`src/hdl/srct_pkg.sv`:
```
// Shared types and constants for the slot ring claim tracker.
// No dependencies; used by srct_mod and slot_ring_claim_tracker.
package srct_pkg;

    localparam int SLOTS_DEF = 64;
    localparam int SEQ_W     = 32;
    localparam int CFG_W     = 7;
    localparam logic [CFG_W-1:0] CFG_RST = 7'd64;

    // remainder unit: bits retired per cycle and number of steps
    localparam int MOD_BPC   = 4;
    localparam int MOD_STEPS = SEQ_W / MOD_BPC;

    // register index as decoded from paddr[2]
    localparam logic REG_SLOTS_IN_USE = 1'b0;

    typedef enum logic [1:0] {
        OP_CLAIM   = 2'd0,
        OP_PUBLISH = 2'd1,
        OP_FREE    = 2'd2,
        OP_FIND    = 2'd3
    } t_op;

    typedef enum logic [2:0] {
        ST_CLEAR,
        ST_IDLE,
        ST_MOD,
        ST_CLAIM,
        ST_SCAN,
        ST_DONE
    } t_state;

    typedef struct packed {
        logic             start;
        logic [SEQ_W-1:0] dividend;
        logic [CFG_W-1:0] divisor;
    } t_mod_req;

    typedef struct packed {
        logic             done;
        logic [CFG_W-1:0] rem;
    } t_mod_rsp;

endpackage

```
`src/hdl/srct_mod.sv`:
```
// Iterative remainder unit: 32-bit dividend modulo a 7-bit divisor.
// Uses srct_pkg request/response structs; four bits per cycle.
module srct_mod (
    input  logic               i_clk,
    input  logic               i_rst_n,
    input  srct_pkg::t_mod_req i_req,
    output srct_pkg::t_mod_rsp o_rsp
);

    localparam int CW = $clog2(srct_pkg::MOD_STEPS);

    logic [srct_pkg::SEQ_W-1:0] r_dvd;
    logic [srct_pkg::CFG_W-1:0] r_rem;
    logic [CW-1:0]              r_cnt;
    logic                       r_busy;
    logic                       r_done;
    logic [srct_pkg::CFG_W-1:0] w_rem;

    // restoring steps; remainder stays below divisor so one subtract suffices
    always_comb begin
        logic [srct_pkg::CFG_W:0] t;
        w_rem = r_rem;
        t     = '0;
        for (int i = 0; i < srct_pkg::MOD_BPC; i++) begin
            t = {w_rem, r_dvd[srct_pkg::SEQ_W-1-i]};
            if (t >= {1'b0, i_req.divisor}) begin
                t = t - {1'b0, i_req.divisor};
            end
            w_rem = t[srct_pkg::CFG_W-1:0];
        end
    end

    always_ff @(posedge i_clk) begin
        if (!i_rst_n) begin
            r_busy <= 1'b0;
            r_done <= 1'b0;
            r_cnt  <= '0;
        end else begin
            r_done <= 1'b0;
            if (i_req.start) begin
                r_busy <= 1'b1;
                r_cnt  <= '0;
            end else if (r_busy) begin
                r_cnt <= r_cnt + 1'b1;
                if (r_cnt == CW'(srct_pkg::MOD_STEPS - 1)) begin
                    r_busy <= 1'b0;
                    r_done <= 1'b1;
                end
            end
        end
    end

    always_ff @(posedge i_clk) begin
        if (i_req.start) begin
            r_dvd <= i_req.dividend;
            r_rem <= '0;
        end else if (r_busy) begin
            r_dvd <= r_dvd << srct_pkg::MOD_BPC;
            r_rem <= w_rem;
        end
    end

    assign o_rsp.done = r_done;
    assign o_rsp.rem  = r_rem;

endmodule

```
`src/hdl/slot_ring_claim_tracker.sv`:
```
// Slot ring claim tracker top: busy/done marks in two 1-bit RAMs, claim counter, APB config.
// Depends on srct_pkg and srct_mod. One word at a time.
// A new word is taken only when idle, after the last result has been loaded into the out register;
// the remainder unit's 8 steps and the one-read-per-cycle done RAM set the pace, and results wait
// in the out register.
// Reset: synchronous active low; then a clearing pass over all SLOTS entries of both RAMs before o_ready rises.
module slot_ring_claim_tracker #(
    parameter int SLOTS = srct_pkg::SLOTS_DEF
) (
    input  logic                       i_clk,
    input  logic                       i_rst_n,
    // request channel
    input  logic                       i_valid,
    output logic                       o_ready,
    input  logic [1:0]                 i_op,
    input  logic [srct_pkg::SEQ_W-1:0] i_sequence_req,
    // result channel
    output logic                       o_valid,
    input  logic                       i_ready,
    output logic                       o_success,
    output logic [srct_pkg::SEQ_W-1:0] o_position,
    // APB config port
    input  logic                       psel,
    input  logic                       penable,
    input  logic                       pwrite,
    input  logic [2:0]                 paddr,
    input  logic [31:0]                pwdata,
    output logic [31:0]                prdata,
    output logic                       pready
);

    localparam int AW = $clog2(SLOTS);
    localparam int CW = srct_pkg::CFG_W;
    localparam int SW = srct_pkg::SEQ_W;

    // ---------------------------------------------------------------
    // Config register and effective modulus
    // ---------------------------------------------------------------
    logic [CW-1:0] r_slots;
    logic [CW-1:0] w_mod_n;

    assign pready = 1'b1;
    assign prdata = (paddr[2] == srct_pkg::REG_SLOTS_IN_USE) ? {{(32-CW){1'b0}}, r_slots}
                                                               : 32'd0;

    always_ff @(posedge i_clk) begin
        if (!i_rst_n) begin
            r_slots <= srct_pkg::CFG_RST;
        end else if (psel && penable && pwrite && pready
                     && paddr[2] == srct_pkg::REG_SLOTS_IN_USE) begin
            r_slots <= pwdata[CW-1:0];
        end
    end

    // zero means one slot; anything past SLOTS clamps to SLOTS
    always_comb begin
        if (r_slots == '0) begin
            w_mod_n = CW'(1);
        end else if (32'(r_slots) > SLOTS) begin
            w_mod_n = CW'(SLOTS);
        end else begin
            w_mod_n = r_slots;
        end
    end

    // ---------------------------------------------------------------
    // Control state
    // ---------------------------------------------------------------
    srct_pkg::t_state r_state, n_state;
    srct_pkg::t_op    r_op, n_op;
    logic [SW-1:0]    r_seq, n_seq;
    logic [SW-1:0]    r_claim_cnt, n_claim_cnt;
    logic [CW-1:0]    r_slot, n_slot;      // slot under work; scan issue pointer
    logic [CW-1:0]    r_chk_k, n_chk_k;    // lap offset whose read data is back
    logic [AW-1:0]    r_clr_addr, n_clr_addr;
    logic             r_res_ok, n_res_ok;
    logic [SW-1:0]    r_res_pos, n_res_pos;
    logic             r_out_valid;
    logic             r_out_ok;
    logic [SW-1:0]    r_out_pos;
    logic             w_out_load;

    // remainder unit
    srct_pkg::t_mod_req w_mod_req;
    srct_pkg::t_mod_rsp w_mod_rsp;

    srct_mod u_mod (
        .i_clk   (i_clk),
        .i_rst_n (i_rst_n),
        .i_req   (w_mod_req),
        .o_rsp   (w_mod_rsp)
    );

    // ---------------------------------------------------------------
    // Mark RAMs: one write and one registered read port each
    // ---------------------------------------------------------------
    logic          mem_busy [SLOTS];
    logic          mem_done [SLOTS];
    logic          w_busy_we, w_busy_wdata, w_done_we, w_done_wdata;
    logic [AW-1:0] w_busy_waddr, w_busy_raddr, w_done_waddr, w_done_raddr;
    logic          r_busy_q, r_done_q;

    always_ff @(posedge i_clk) begin
        if (w_busy_we) begin
            mem_busy[w_busy_waddr] <= w_busy_wdata;
        end
        r_busy_q <= mem_busy[w_busy_raddr];
    end

    always_ff @(posedge i_clk) begin
        if (w_done_we) begin
            mem_done[w_done_waddr] <= w_done_wdata;
        end
        r_done_q <= mem_done[w_done_raddr];
    end

    // ---------------------------------------------------------------
    // Ring step: next slot index, wrapping at the modulus
    // ---------------------------------------------------------------
    logic [CW-1:0] w_wrap_in;
    logic [CW:0]   w_wrap_inc;
    logic [CW-1:0] w_wrap_out;

    assign w_wrap_in  = (r_state == srct_pkg::ST_MOD) ? w_mod_rsp.rem : r_slot;
    assign w_wrap_inc = {1'b0, w_wrap_in} + 1'b1;
    assign w_wrap_out = (w_wrap_inc == {1'b0, w_mod_n}) ? '0 : w_wrap_inc[CW-1:0];

    // ---------------------------------------------------------------
    // Sequencer
    // ---------------------------------------------------------------
    always_comb begin
        n_state     = r_state;
        n_op        = r_op;
        n_seq       = r_seq;
        n_claim_cnt = r_claim_cnt;
        n_slot      = r_slot;
        n_chk_k     = r_chk_k;
        n_clr_addr  = r_clr_addr;
        n_res_ok    = r_res_ok;
        n_res_pos   = r_res_pos;

        w_busy_we    = 1'b0;
        w_busy_wdata = 1'b0;
        w_busy_waddr = AW'(r_slot);
        w_busy_raddr = AW'(r_slot);
        w_done_we    = 1'b0;
        w_done_wdata = 1'b0;
        w_done_waddr = AW'(r_slot);
        w_done_raddr = AW'(r_slot);

        w_mod_req.start    = 1'b0;
        w_mod_req.dividend = r_claim_cnt;
        w_mod_req.divisor  = w_mod_n;

        o_ready    = 1'b0;
        w_out_load = 1'b0;

        case (r_state)
            srct_pkg::ST_CLEAR: begin
                // post-reset sweep, both RAMs one entry per cycle
                w_busy_we    = 1'b1;
                w_done_we    = 1'b1;
                w_busy_waddr = r_clr_addr;
                w_done_waddr = r_clr_addr;
                if (r_clr_addr == AW'(SLOTS - 1)) begin
                    n_state = srct_pkg::ST_IDLE;
                end else begin
                    n_clr_addr = r_clr_addr + 1'b1;
                end
            end
            srct_pkg::ST_IDLE: begin
                o_ready = 1'b1;
                if (i_valid) begin
                    n_op  = srct_pkg::t_op'(i_op);
                    n_seq = i_sequence_req;
                    w_mod_req.start = 1'b1;
                    if (srct_pkg::t_op'(i_op) != srct_pkg::OP_CLAIM) begin
                        w_mod_req.dividend = i_sequence_req;
                    end
                    n_state = srct_pkg::ST_MOD;
                end
            end
            srct_pkg::ST_MOD: begin
                if (w_mod_rsp.done) begin
                    n_slot    = w_mod_rsp.rem;
                    n_res_ok  = 1'b1;
                    n_res_pos = '0;
                    case (r_op)
                        srct_pkg::OP_CLAIM: begin
                            w_busy_raddr = AW'(w_mod_rsp.rem);
                            n_state      = srct_pkg::ST_CLAIM;
                        end
                        srct_pkg::OP_PUBLISH: begin
                            w_done_we    = 1'b1;
                            w_done_wdata = 1'b1;
                            w_done_waddr = AW'(w_mod_rsp.rem);
                            n_state      = srct_pkg::ST_DONE;
                        end
                        srct_pkg::OP_FREE: begin
                            w_busy_we    = 1'b1;
                            w_done_we    = 1'b1;
                            w_busy_waddr = AW'(w_mod_rsp.rem);
                            w_done_waddr = AW'(w_mod_rsp.rem);
                            n_state      = srct_pkg::ST_DONE;
                        end
                        srct_pkg::OP_FIND: begin
                            // first read now, then one read per cycle
                            w_done_raddr = AW'(w_mod_rsp.rem);
                            n_slot       = w_wrap_out;
                            n_chk_k      = '0;
                            n_state      = srct_pkg::ST_SCAN;
                        end
                        default: begin
                            n_state = srct_pkg::ST_DONE;
                        end
                    endcase
                end
            end
            srct_pkg::ST_CLAIM: begin
                // test and set; counter advances either way
                n_claim_cnt = r_claim_cnt + 1'b1;
                if (!r_busy_q) begin
                    w_busy_we    = 1'b1;
                    w_busy_wdata = 1'b1;
                    n_res_ok     = 1'b1;
                    n_res_pos    = r_claim_cnt;
                end else begin
                    n_res_ok  = 1'b0;
                    n_res_pos = '0;
                end
                n_state = srct_pkg::ST_DONE;
            end
            srct_pkg::ST_SCAN: begin
                // reads past the lap end are issued but never checked
                w_done_raddr = AW'(r_slot);
                n_slot       = w_wrap_out;
                if (r_done_q) begin
                    n_res_ok  = 1'b1;
                    n_res_pos = r_seq + SW'(r_chk_k);
                    n_state   = srct_pkg::ST_DONE;
                end else if (r_chk_k == w_mod_n - 1'b1) begin
                    n_res_ok  = 1'b0;
                    n_res_pos = '0;
                    n_state   = srct_pkg::ST_DONE;
                end else begin
                    n_chk_k = r_chk_k + 1'b1;
                end
            end
            srct_pkg::ST_DONE: begin
                if (!r_out_valid || i_ready) begin
                    w_out_load = 1'b1;
                    n_state    = srct_pkg::ST_IDLE;
                end
            end
            default: begin
                n_state = srct_pkg::ST_IDLE;
            end
        endcase
    end

    always_ff @(posedge i_clk) begin
        if (!i_rst_n) begin
            r_state     <= srct_pkg::ST_CLEAR;
            r_claim_cnt <= '0;
            r_clr_addr  <= '0;
        end else begin
            r_state     <= n_state;
            r_claim_cnt <= n_claim_cnt;
            r_clr_addr  <= n_clr_addr;
        end
    end

    always_ff @(posedge i_clk) begin
        r_op      <= n_op;
        r_seq     <= n_seq;
        r_slot    <= n_slot;
        r_chk_k   <= n_chk_k;
        r_res_ok  <= n_res_ok;
        r_res_pos <= n_res_pos;
    end

    // ---------------------------------------------------------------
    // Output register
    // ---------------------------------------------------------------
    always_ff @(posedge i_clk) begin
        if (!i_rst_n) begin
            r_out_valid <= 1'b0;
        end else if (w_out_load) begin
            r_out_valid <= 1'b1;
        end else if (i_ready) begin
            r_out_valid <= 1'b0;
        end
    end

    always_ff @(posedge i_clk) begin
        if (w_out_load) begin
            r_out_ok  <= r_res_ok;
            r_out_pos <= r_res_pos;
        end
    end

    assign o_valid    = r_out_valid;
    assign o_success  = r_out_ok;
    assign o_position = r_out_pos;

endmodule
```
`config.mk`:
```
export PLATFORM = sky130hd
export DESIGN_NAME = slot_ring_claim_tracker
export DESIGN_NICKNAME = d
export VERILOG_FILES = /design/src/hdl/srct_pkg.sv /design/src/hdl/srct_mod.sv /design/src/hdl/slot_ring_claim_tracker.sv
export SDC_FILE = /design/constraint.sdc
export NUM_CORES = 1
export LEC_CHECK = 0
export ABC_AREA = 0
export BUFFER_PORTS_ARGS = -buffer_cell sky130_fd_sc_hd__buf_4
export CORE_MARGIN = 1
export CORE_UTILIZATION = 25
export CTS_BUF_LIST = sky130_fd_sc_hd__clkbuf_16
export CTS_CLUSTER_DIAMETER = 40
export CTS_CLUSTER_SIZE = 20
export DETAILED_ROUTE_END_ITERATION = 8
export SETUP_SLACK_MARGIN = 0.4
export SLEW_MARGIN = 15
export SYNTH_ARGS = -nofsm -noshare
export SYNTH_HDL_FRONTEND = slang
export SYNTH_HIERARCHICAL = 1
export SYNTH_SLANG_ARGS = --single-unit
```
`constraint.sdc`:
```
create_clock -name i_clk -period 10.15 [get_ports i_clk]
set_input_delay 1.015 -clock i_clk [delete_from_list [all_inputs] [get_ports i_clk]]
set_output_delay 1.015 -clock i_clk [all_outputs]
set_load 0.02 [all_outputs]
```
# After elaboration in Yosys (flattened, before gate mapping)
# Memories as Yosys holds them, arrays and structs flattened. A register that Yosys moved wholly into a read port is not among the register bits.
# Cells that the tools add are included.
# Widths: inputs -> output; s select.
# totals
register_bits,207
latchBits,0
mem_bits_rw,128
rom_bits,0
input_bits,76
out_inout_bits,68
word_cells,157
n_memories,2
# op_classes
n_addsub,11
n_mul,0
n_div,0
order_cmp,5
eq_ne,20
n_shift,0
muxes,75
bitwise_logic,4
n_reduce_logical,22
# mem_list
memory,depth,width,rd,rd_ports_with_merged_regs,write_ports,line,text
mem_busy,64,1,1,1,1,slot_ring_claim_tracker.sv:97,logic mem_busy [SLOTS];
mem_done,64,1,1,1,1,slot_ring_claim_tracker.sv:98,logic mem_done [SLOTS];
# ops
op,count
$mux 32,7
$mux 7,15
$pmux 32 s3,1
$mux 33,2
$mux 6,10
$add 32x1->32 const B,1
$add 32x7->32,1
$ge 8x7->1,4
$pmux 7 s2,2
$sub 7x7->7,4
$mux 1,25
$pmux 6 s2,2
$mux 3,6
$pmux 3 s6,1
$ne 2x2->1 const B,5
$reduce_and 5->1,2
$eq 3x3->1 const B,3
$pmux 3 s3,1
$add 7x1->8 const B,1
$eq 8x7->1,1
$reduce_bool 2->1,4
$add 7x1->7 const B,1
$eq 7x7->1,1
$gt 7x7->1 const B,1
24 further kinds,36

# Longest topological paths before layout
# Gate-level depths: netlist of the first run.
# logic_depth
depth_word,11
mapped_depth,39
depth_no_buf,36

# Modules after synthesis
# Netlist of the first run, hierarchy kept.
# by_module_without_submodules
module,instances,cells_per_inst,area_per_inst_um2,seq_area_each_um2
slot_ring_claim_tracker,1,1301,14701.6,8287.9
srct_mod,1,330,3509.6,1201.2

# Worst setup path after synthesis of the first run
# No wires, ideal clock.
# synth_path
path_kind,register -> register
from,register r_slots[3]
to,register u_mod/r_rem[1] in the netlist's numbering
setup_ps,122
arrival_time_ps,8408
path_slack_ps,1620
stages_incl_launch_ff,38
synth_period_minus_slack_ps,8530
cell_sequence,dfxtp_1 -> clkbuf_1 -> nor3_1 -> a21oi_1 -> nor2_1 -> ha_1 -> inv_1 -> fa_1 -> a211oi_2 -> o21ai_2 -> a41oi_4 -> mux2_2 -> ha_1 -> nand2b_1 -> a31oi_1 -> o32ai_1 -> o31ai_4 -> clkbuf_8 -> [... 2 more ...] -> inv_1 -> fa_1 -> nor2b_1 -> o2111ai_1 -> a31oi_1 -> nor4b_1 -> o21a_1 -> nor2_1 -> a21oi_1 -> fa_1 -> a21o_1 -> a21oi_1 -> o21bai_1 -> a21oi_1 -> o31ai_1 -> a21oi_2 -> a311oi_1 -> a311o_1
# synth_between
elab_chain_len,11
elab_cells_between_ends,16
classes_between,add/sub: 4; order compare: 5; mux: 6; reduce/logical: 1
# synth_rtl
element,line,text
from (decl),slot_ring_claim_tracker.sv:39,logic [CW-1:0] r_slots;
from (signal assigned),slot_ring_claim_tracker.sv:48,r_slots <= srct_pkg::CFG_RST;
from (signal assigned),slot_ring_claim_tracker.sv:51,r_slots <= pwdata[CW-1:0];
$gt 7x7->1,slot_ring_claim_tracker.sv:59,end else if (32'(r_slots) > SLOTS) begin
$mux 7,slot_ring_claim_tracker.sv:59,
$mux 7 *,slot_ring_claim_tracker.sv:57,if (r_slots == '0) begin
via w_mod_n[0],slot_ring_claim_tracker.sv:40,logic [CW-1:0] w_mod_n;
$sub 7x7->7 or $ge 8x7->1 (tied branches),"srct_mod.sv:27, srct_mod.sv:26",
$mux 7,srct_mod.sv:26,"if (t >= {1'b0, i_req.divisor}) begin"
$sub 7x7->7 or $ge 8x7->1 (tied branches),"srct_mod.sv:27, srct_mod.sv:26",
$mux 7,srct_mod.sv:26,
$ge 8x7->1 or $sub 7x7->7 (tied branches),"srct_mod.sv:26, srct_mod.sv:27",
$mux 7,srct_mod.sv:26,
$sub 7x7->7 or $ge 8x7->1 (tied branches),"srct_mod.sv:27, srct_mod.sv:26",
$mux 7 *,srct_mod.sv:26,
to (signal assigned),srct_mod.sv:59,r_rem <= w_rem;
to (decl),srct_mod.sv:13,logic [srct_pkg::CFG_W-1:0] r_rem;
# Mark *: on every way through the listed nets, which the timed path passes. The rest lies on a longest branch.
# A chain may end at the register's enable or synchronous reset.

# Final worst setup path of the first run
# layout_path
from,register r_slots[3]
to,register u_mod/r_rem[0] in the netlist's numbering
# layout_between
elab_chain_len,11
elab_cells_between_ends,16
classes_between,add/sub: 4; order compare: 5; mux: 6; reduce/logical: 1
# layout_rtl
element,line
$gt 7x7->1,slot_ring_claim_tracker.sv:59
$mux 7,slot_ring_claim_tracker.sv:59
$mux 7 *,slot_ring_claim_tracker.sv:57
via w_mod_n[0],slot_ring_claim_tracker.sv:40
$sub 7x7->7 or $ge 8x7->1 (tied branches),"srct_mod.sv:27, srct_mod.sv:26"
$mux 7,srct_mod.sv:26
$sub 7x7->7 or $ge 8x7->1 (tied branches),"srct_mod.sv:27, srct_mod.sv:26"
$mux 7,srct_mod.sv:26
$sub 7x7->7 or $ge 8x7->1 (tied branches),"srct_mod.sv:27, srct_mod.sv:26"
$mux 7,srct_mod.sv:26
$ge 8x7->1,srct_mod.sv:26
$mux 7 *,srct_mod.sv:26
# Marked as above.

==> results of run 1 <==
[per-layer routing]
layer | track usage | vias up
li1 | - | 6099
met1 | 0.164 | 6279
met2 | 0.192 | 295
met3 | 0.0158 | 66
met4 | 0.0349 | 2
met5 | 0 | -
[worst max-delay path, delay by kind of cell, from the launching register on]
kind	cells	cell delay (ns)
flip-flops	1	0.31
AND/OR/NAND/NOR	8	2.34
multiplexers	1	0.41
adder cells (fa/ha/maj)	5	1.67
AO/OA/AOI/OAI	19	4.20
buffers and inverters	1	0.05
[Yosys cell counts (all sizes together) (17+ instances only)]
| cell type | count | area share |
|---|---|---|
| a21oi | 36 | 0.010 |
| and2 | 43 | 0.015 |
| and3 | 24 | 0.0083 |
| buf | 48 | 0.019 |
| clkbuf | 45 | 0.010 |
| dfxtp | 63 | 0.069 |
| edfxtp | 274 | 0.45 |
| ha | 47 | 0.032 |
| inv | 38 | 0.0078 |
| mux2 | 71 | 0.044 |
| mux2i | 86 | 0.048 |
| nand2 | 146 | 0.031 |
| nand2b | 17 | 0.0058 |
| nand3 | 57 | 0.016 |
| nand4 | 21 | 0.0076 |
| nor2 | 184 | 0.038 |
| nor2b | 40 | 0.014 |
| nor3 | 25 | 0.0069 |
| o21ai | 68 | 0.019 |
| xnor2 | 53 | 0.025 |
| xor2 | 41 | 0.020 |
[logic make-up after synthesis]
kind of cell             after synthesis
AND/OR/NAND/NOR                      608
flip-flops                           337
multiplexers                         160
XOR/XNOR                              94
adder cells (fa/ha/maj)               52
other                                  2
buffers and inverters                132
AO/OA/AOI/OAI                        246
[registers in the layout (all words and copies together) (netlist names), 2 cells and up]
name / count
mem_busy: 64
mem_done: 64
o_position: 32
r_chk_k: 7
r_claim_cnt: 32
r_clr_addr: 6
r_op: 2
r_res_pos: 32
r_seq: 32
r_slot: 7
r_slots: 7
r_state: 3
u_mod/r_cnt: 3
u_mod/r_dvd: 32
u_mod/r_rem: 7
[metrics by stage]
step	std cells	instance area, µm²	power, mW	util	hold slack [ns]
2_1_floorplan	1655	18300	3.64	-	0.400
3_5_place_dp	2616	19800	4.06	0.275	0.406
3_3_place_gp	2616	19800	4.03	0.275	0.406
6_report	2697	21300	5.64	0.296	0.420
5_1_grt	2697	21300	5.95	0.296	0.425
4_1_cts	2692	21200	5.59	0.296	0.422
[cells in the final DEF (no fill, tap or decap), drive strengths merged, types with 26 or more instances in the layout]
| cell type | count |
|---|---|
| ha | 47 |
| nor2b | 40 |
| a21oi | 36 |
| conb | 26 |
| inv | 55 |
| buf | 108 |
| xnor2 | 53 |
| mux2i | 86 |
| o21ai | 68 |
| dfxtp | 63 |
| and2 | 43 |
| nor2 | 184 |
| xor2 | 41 |
| clkbuf | 41 |
| nand2 | 146 |
| nand3 | 57 |
| mux2 | 71 |
| edfxtp | 274 |
[power groups by stage]
stage | registers (mW) | clock network (mW) | logic (mW)
after floorplan | 1.54 | 0 | 2.10
after global placement | 1.57 | 0 | 2.46
after detailed placement | 1.58 | 0 | 2.48
after CTS | 1.55 | 1.54 | 2.50
after global routing | 1.55 | 1.59 | 2.81
final | 1.55 | 1.51 | 2.58
[cell type report]
class                      instances  share of cell area
sequential                       337               0.446
antenna                            1            0.000118
clock inverter                    35              0.0192
timing repair buffer             108              0.0391
inverter                          39             0.00688
tap                              950              0.0559
clock buffer                      41              0.0482
multi-input combinational       1186               0.384
[worst min path at each step]
stage,start,depth (start not counted),endpoint,slack [ns]
floorplan,r_res_pos[0],0,o_position[0],0.40
global placement,r_res_pos[6],0,o_position[6],0.41
detailed placement,r_res_pos[10],0,o_position[10],0.41
CTS,r_res_pos[10],0,o_position[10],0.42
global route,r_res_pos[10],0,o_position[10],0.43
finish,r_res_pos[26],0,o_position[26],0.42
[timing repair]
action | CTS | global route
endpoints found under the setup margin | 0 | 7
gates resized for setup | 0 | 3
hold buffers | 0 | 0
buffers inserted | 0 | 3
==> summary.md, run 1 <==
| Metric | Value |
|---|---|
| Sequential Power Share | `0.274` |
| Fraction of synthesized area in multiplexers | `0.0955` |
| Slowest-stage cell, CP | `nor4b_1` |
| Worst reg2reg path depth | `34` |
| Clock power frac | `0.268` |
| Tot GR Track Use | `0.118` |
| Setup WS pre-CTS | `0.797 ns` |
| Synth Area in Compound Gates | `0.0979` |
| DRC | `0` |
| Worst Max-Slew Pin Slew | `1.11 ns` |
| Area Growth Syn to Fin | `16.8%` |
| Reg clk slew, reported paths | `0.06 ns` |
| Core Rows | `98` |
| Number of global-route vias before repair | `12500` |
| Fillers | `7315` |
| Xor/xnor cell area share of the yosys netlist | `0.0452` |
| Top Ports | `144` |
| Sequential cell area fraction in the yosys report | `0.521` |
| First-pass GRT wire length | `69900 µm` |
| TritonCTS clock tree | `yes` |
| Synth Area in Simple Gates | `0.164` |
| CP endpoint kind | `flip-flop` |
| Critical Path Start | `r_slots[3]` |
| Initial DRT Pass Iterations | `5` |
| Detailed placement HPWL | `32000 µm` |
| Distinct cells, synth | `92` |
| Total CTS buffers | `41` |
| LEAKAGE | `7.31 nW` |
| Worst Setup Slack, final | `0.998 ns` |
| R2R setup slack | `1.0 ns` |
| Clk sink count | `337` |
| Switching pwr | `2.25 mW` |
| Part of the cycle the worst path needs | `0.902` |
| Post-synthesis adder-cell area fraction | `0.0378` |
| Cell Area, Synth | `0.0182 mm²` |
| Top Layer Used | `met5` |
| Via count | `12700` |
| GRT overflow | `0` |
| Int Power | `3.39 mW` |
| TNS Setup | `0 ns` |
| Final Max Tran Viols | `0` |
| WL met2 | `20900 µm` |
| Arr. time, crit path | `9.56 ns` |
| Max Fanout on Critical Path | `13` |
| Wire length on met3 | `2080 µm` |
| Switch share | `0.399` |
| Starting density of the core | `0.254` |
| Vias per std cell | `4.72` |
| Port Buffers | `90` |
| Clock period minus final worst setup slack | `9.15 ns` |
| Hold Fails Final Rpt | `0` |
| WL/cell | `16.7 µm` |
| Routed Wire Length | `45000 µm` |
| Yosys warns | `6` |
| Worst setup SP type | `flip-flop` |
| RSZ-0062 raised after global routing | `false` |
| Die area | `0.0739 mm²` |
| Met1 wire length | `21100 µm` |
| Post-synth top flop | `edfxtp_1` |
| Hold Crit Class | `reg -> reg` |
| Share of cells above drive strength 1 | `0.172` |
| DIE WIDTH | `272 µm` |
| Peak VDD IR | `0.403 mV` |
| Core area | `0.0717 mm²` |
| Largest family of logic cells by synthesized area | `simple AND/OR/NAND/NOR gates` |
| Root Driver | `clkbuf_16` |
| Avg Cell Area, Syn | `11.2 µm²` |
| Max Cap Violations | `0` |
| Placer Congestion | `0.830` |
| Crit path kind | `reg -> reg` |
| CTS H-tree lvls | `2` |
| Slew margin rel. | `0.258` |
| Antenna violations before repair | `3` |
| DR iter-0 viols | `929` |
| Post-Syn Instances | `1631` |
| R2r endpoint | `u_mod/r_rem[0]` |
| Clock Latency Late Sink | `0.57 ns` |
| Max Buffers Root-to-Sink | `3` |
| FF+latch area | `0.00949 mm²` |
| Status | `completed` |
| Endpoints failing setup | `0` |
| Comb pwr share | `0.458` |
| Reg-to-reg critical path startpoint | `r_slots[3]` |
| Required @ worst endpoint | `10.56 ns` |
| Largest net degree at the start of global routing | `96` |
| Final #Nets | `1841` |
| Post-route ant nets | `0` |
| CP endpoint | `u_mod/r_rem[0]` |
| Skew final | `0.0374 ns` |
| Post-synth EDFFs | `274` |
| CP max stage delay | `0.42 ns` |
| F_max | `109 MHz` |
| Cell area power density | `265 mW/mm²` |
| #FFs+latches synth | `337` |
| Area taken by multi-input logic gates | `0.00817 mm²` |
| DIE HEIGHT | `272 µm` |
| FFs w/ async S/R, synth | `0` |
Power figures use the tool's default switching activity.
==> run 2: changes to the inputs <==
Settings changed: CTS_BUF_LIST sky130_fd_sc_hd__clkbuf_16 to sky130_fd_sc_hd__clkbuf_4, GPL_TIMING_DRIVEN set to 0.
==> summary.md, run 2 (synthesis results as in run 1) <==
| Metric | Value |
|---|---|
| Part of the cycle the worst path needs | `0.921 (+0.0194)` |
| DIE HEIGHT | `272 µm (unchanged)` |
| Antenna violations before repair | `2 (-1)` |
| Post-route ant nets | `0 (unchanged)` |
| Starting density of the core | `0.254 (unchanged)` |
| Overall Power | `5.32 mW (-5.6%)` |
| FF+latch area | `0.00949 mm² (unchanged)` |
| Die area | `0.0739 mm² (unchanged)` |
| Total CTS buffers | `49 (+20%)` |
| Initial DRT Pass Iterations | `6 (+1)` |
| Slew margin rel. | `0.308 (+0.0504)` |
| Max Buffers Root-to-Sink | `3 (unchanged)` |
| Port Buffers | `90 (unchanged)` |
| Routed Wire Length | `46900 µm (+4.3%)` |
| Hold_buf cts | `0 (unchanged)` |
| Worst Max-Slew Pin Slew | `1.03 ns (-0.0864 ns)` |
| Number of global-route vias before repair | `13000 (+4.1%)` |
| Worst setup SP type | `flip-flop` |
| Max Cap Violations | `0 (unchanged)` |
| Root Driver | `clkbuf_4` |
| Placer Congestion | `0.879 (+5.9%)` |
| Endpoints failing setup | `0 (unchanged)` |
| Vias per std cell | `4.71 (-0.37%)` |
| Fillers | `7362 (+0.64%)` |
| Arr. time, crit path | `10.00 ns (+0.44 ns)` |
| Crit path kind | `reg -> reg` |
| Clock Latency Late Sink | `0.79 ns (+0.22 ns)` |
| Top Ports | `144 (unchanged)` |
| Placed insts | `2700 (+3.2%)` |
| CP most frequent cell | `a21oi_1` |
| Final Max Tran Viols | `0 (unchanged)` |
| Hold Fails Final Rpt | `0 (unchanged)` |
| Worst reg2reg path depth | `38 (+12%)` |
| Commonest non-fill, non-tap cells in the layout | `274 x edfxtp_1, 181 x nor2_1, 144 x nand2_1, 129 x buf_4, 83 x mux2i_1` |
| Clock period minus final worst setup slack | `9.35 ns (+0.197 ns)` |
| F_max | `107 MHz (-2.1%)` |
| Min-delay src | `r_res_pos[20]` |
| CP endpoint kind | `flip-flop` |
| Slowest-stage cell, CP | `fa_1` |
| WP depth | `38 (+12%)` |
| Hold Crit Class | `reg -> reg` |
| Final #Nets | `1935 (+5.1%)` |
| Skew final | `0.0529 ns (+0.0155 ns)` |
| Placed cell areas | `0.0203 mm² (+2.7%)` |
| Reg-to-reg critical path startpoint | `r_slots[3]` |
| Via count | `13200 (+3.4%)` |
| CP max stage delay | `0.42 ns (about the same)` |
| CTS H-tree lvls | `2 (unchanged)` |
| Max Fanout on Critical Path | `10 (-3)` |
| Worst path top cell family by delay | `compound AO/OA/AOI/OAI gates` |
| RSZ-0062 raised after global routing | `false` |
| Area taken by multi-input logic gates | `0.00821 mm² (+0.46%)` |
| Core area | `0.0717 mm² (unchanged)` |
| Final Util | `0.296 (about the same)` |
| Largest net degree at the start of global routing | `51 (-47%)` |
| DIE WIDTH | `272 µm (unchanged)` |
| Critical Path Start | `r_slots[3]` |
| DR iter-0 viols | `984 (+5.9%)` |
| Finished Layout Cells | `2798 (+3.7%)` |
| Biggest registers after layout | `mem_busy x64, mem_done x64` |
| Detailed placement HPWL | `34400 µm (+7.5%)` |
| Bufs and invs on worst path | `5 (+4)` |
| Cell area power density | `250 mW/mm² (-5.5%)` |
| GRT overflow | `0 (unchanged)` |
| LEAKAGE | `7.35 nW (+0.52%)` |
| WL/cell | `16.8 µm (+0.52%)` |
| Cells on Worst Hold Path | `0 (unchanged)` |
| Area Growth Syn to Fin | `16.7% (about the same)` |
| Post-Layout Inst Area | `0.0213 mm² (about the same)` |
| Status | `completed` |
| Required @ worst endpoint | `10.80 ns (+0.24 ns)` |
| First-pass GRT wire length | `72300 µm (+3.5%)` |
| Peak VDD IR | `0.512 mV (+27%)` |
| Core Rows | `98 (unchanged)` |
| Clk sink count | `337 (unchanged)` |
| DRC | `0 (unchanged)` |
| Reg clk slew, reported paths | `0.13 ns (+0.07 ns)` |
| TritonCTS clock tree | `yes` |
| Commonest non-fill, non-tap cell in the layout | `edfxtp_1` |
| Tot GR Track Use | `0.124 (+0.00574)` |
| Share of cells above drive strength 1 | `0.195 (+0.0222)` |
[run 2: changes by cell type in the layout (fill, tap and decap cells not counted), sizes merged]
cell	change
buf	+40
diode	+2
a41oi	+1
inv	-9
clkinvlp	+4
clkinv	+5
bufinv	+4
clkbuf	+54
[run 2: final timing paths]
check	endpoint	slack [ns]
worst max-delay path	u_mod/r_rem[1]	0.80
worst min-delay path	o_position[20]	0.40
worst max register to register	u_mod/r_rem[1]	0.80
worst min register to register	o_position[20]	0.40
[run 2: repair_timing]
| action | in CTS | in global routing |
|---|---|---|
| buffers inserted | 0 | 5 |
| cloned | 0 | 1 |
| resized for setup | 5 | 4 |
| pin swaps | 0 | 3 |
| setup endpoints to repair | 7 | 7 |
[run 2: final cells by class]
type,instances,area share
flip-flops and latches,337,0.446
multi-input cells,1187,0.386
well taps,950,0.0559
repair buffers,100,0.0390
plain buffers,93,0.0256
clock inverters,39,0.0218
clock buffers,50,0.0177
inverters,39,0.00689
diodes,3,0.000353
[run 2: metal layers]
metal / track usage / vias to the layer above / share of wire
met5: 0 / - / 0
met2: 0.202 / 377 / 0.46
met4: 0.0439 / 0 / 0.029
met1: 0.166 / 6420 / 0.45
met3: 0.0203 / 86 / 0.057
li1: - / 6286 / -
[run 2: where the power goes]
part | leakage [nW] | internal [mW] | total (mW) | switching (mW)
combinational | 4.16 | 1.18 | 2.77 | 1.59
clock | 0.435 | 0.458 | 1.02 | 0.564
sequential | 2.75 | 1.50 | 1.53 | 0.0314
total | 7.35 | 3.13 | 5.32 | 2.19
[run 2: per-stage QoR]
stage                     hold slack (ns)  setup WS, ns  TNS [ns]
after global placement              0.402       -0.0297   -0.0801
after detailed placement            0.405        -0.198     -1.12
after global routing                0.329         0.373         0
final                               0.396         0.801         0
after floorplan                     0.400          1.62         0
after CTS                           0.324         0.411         0
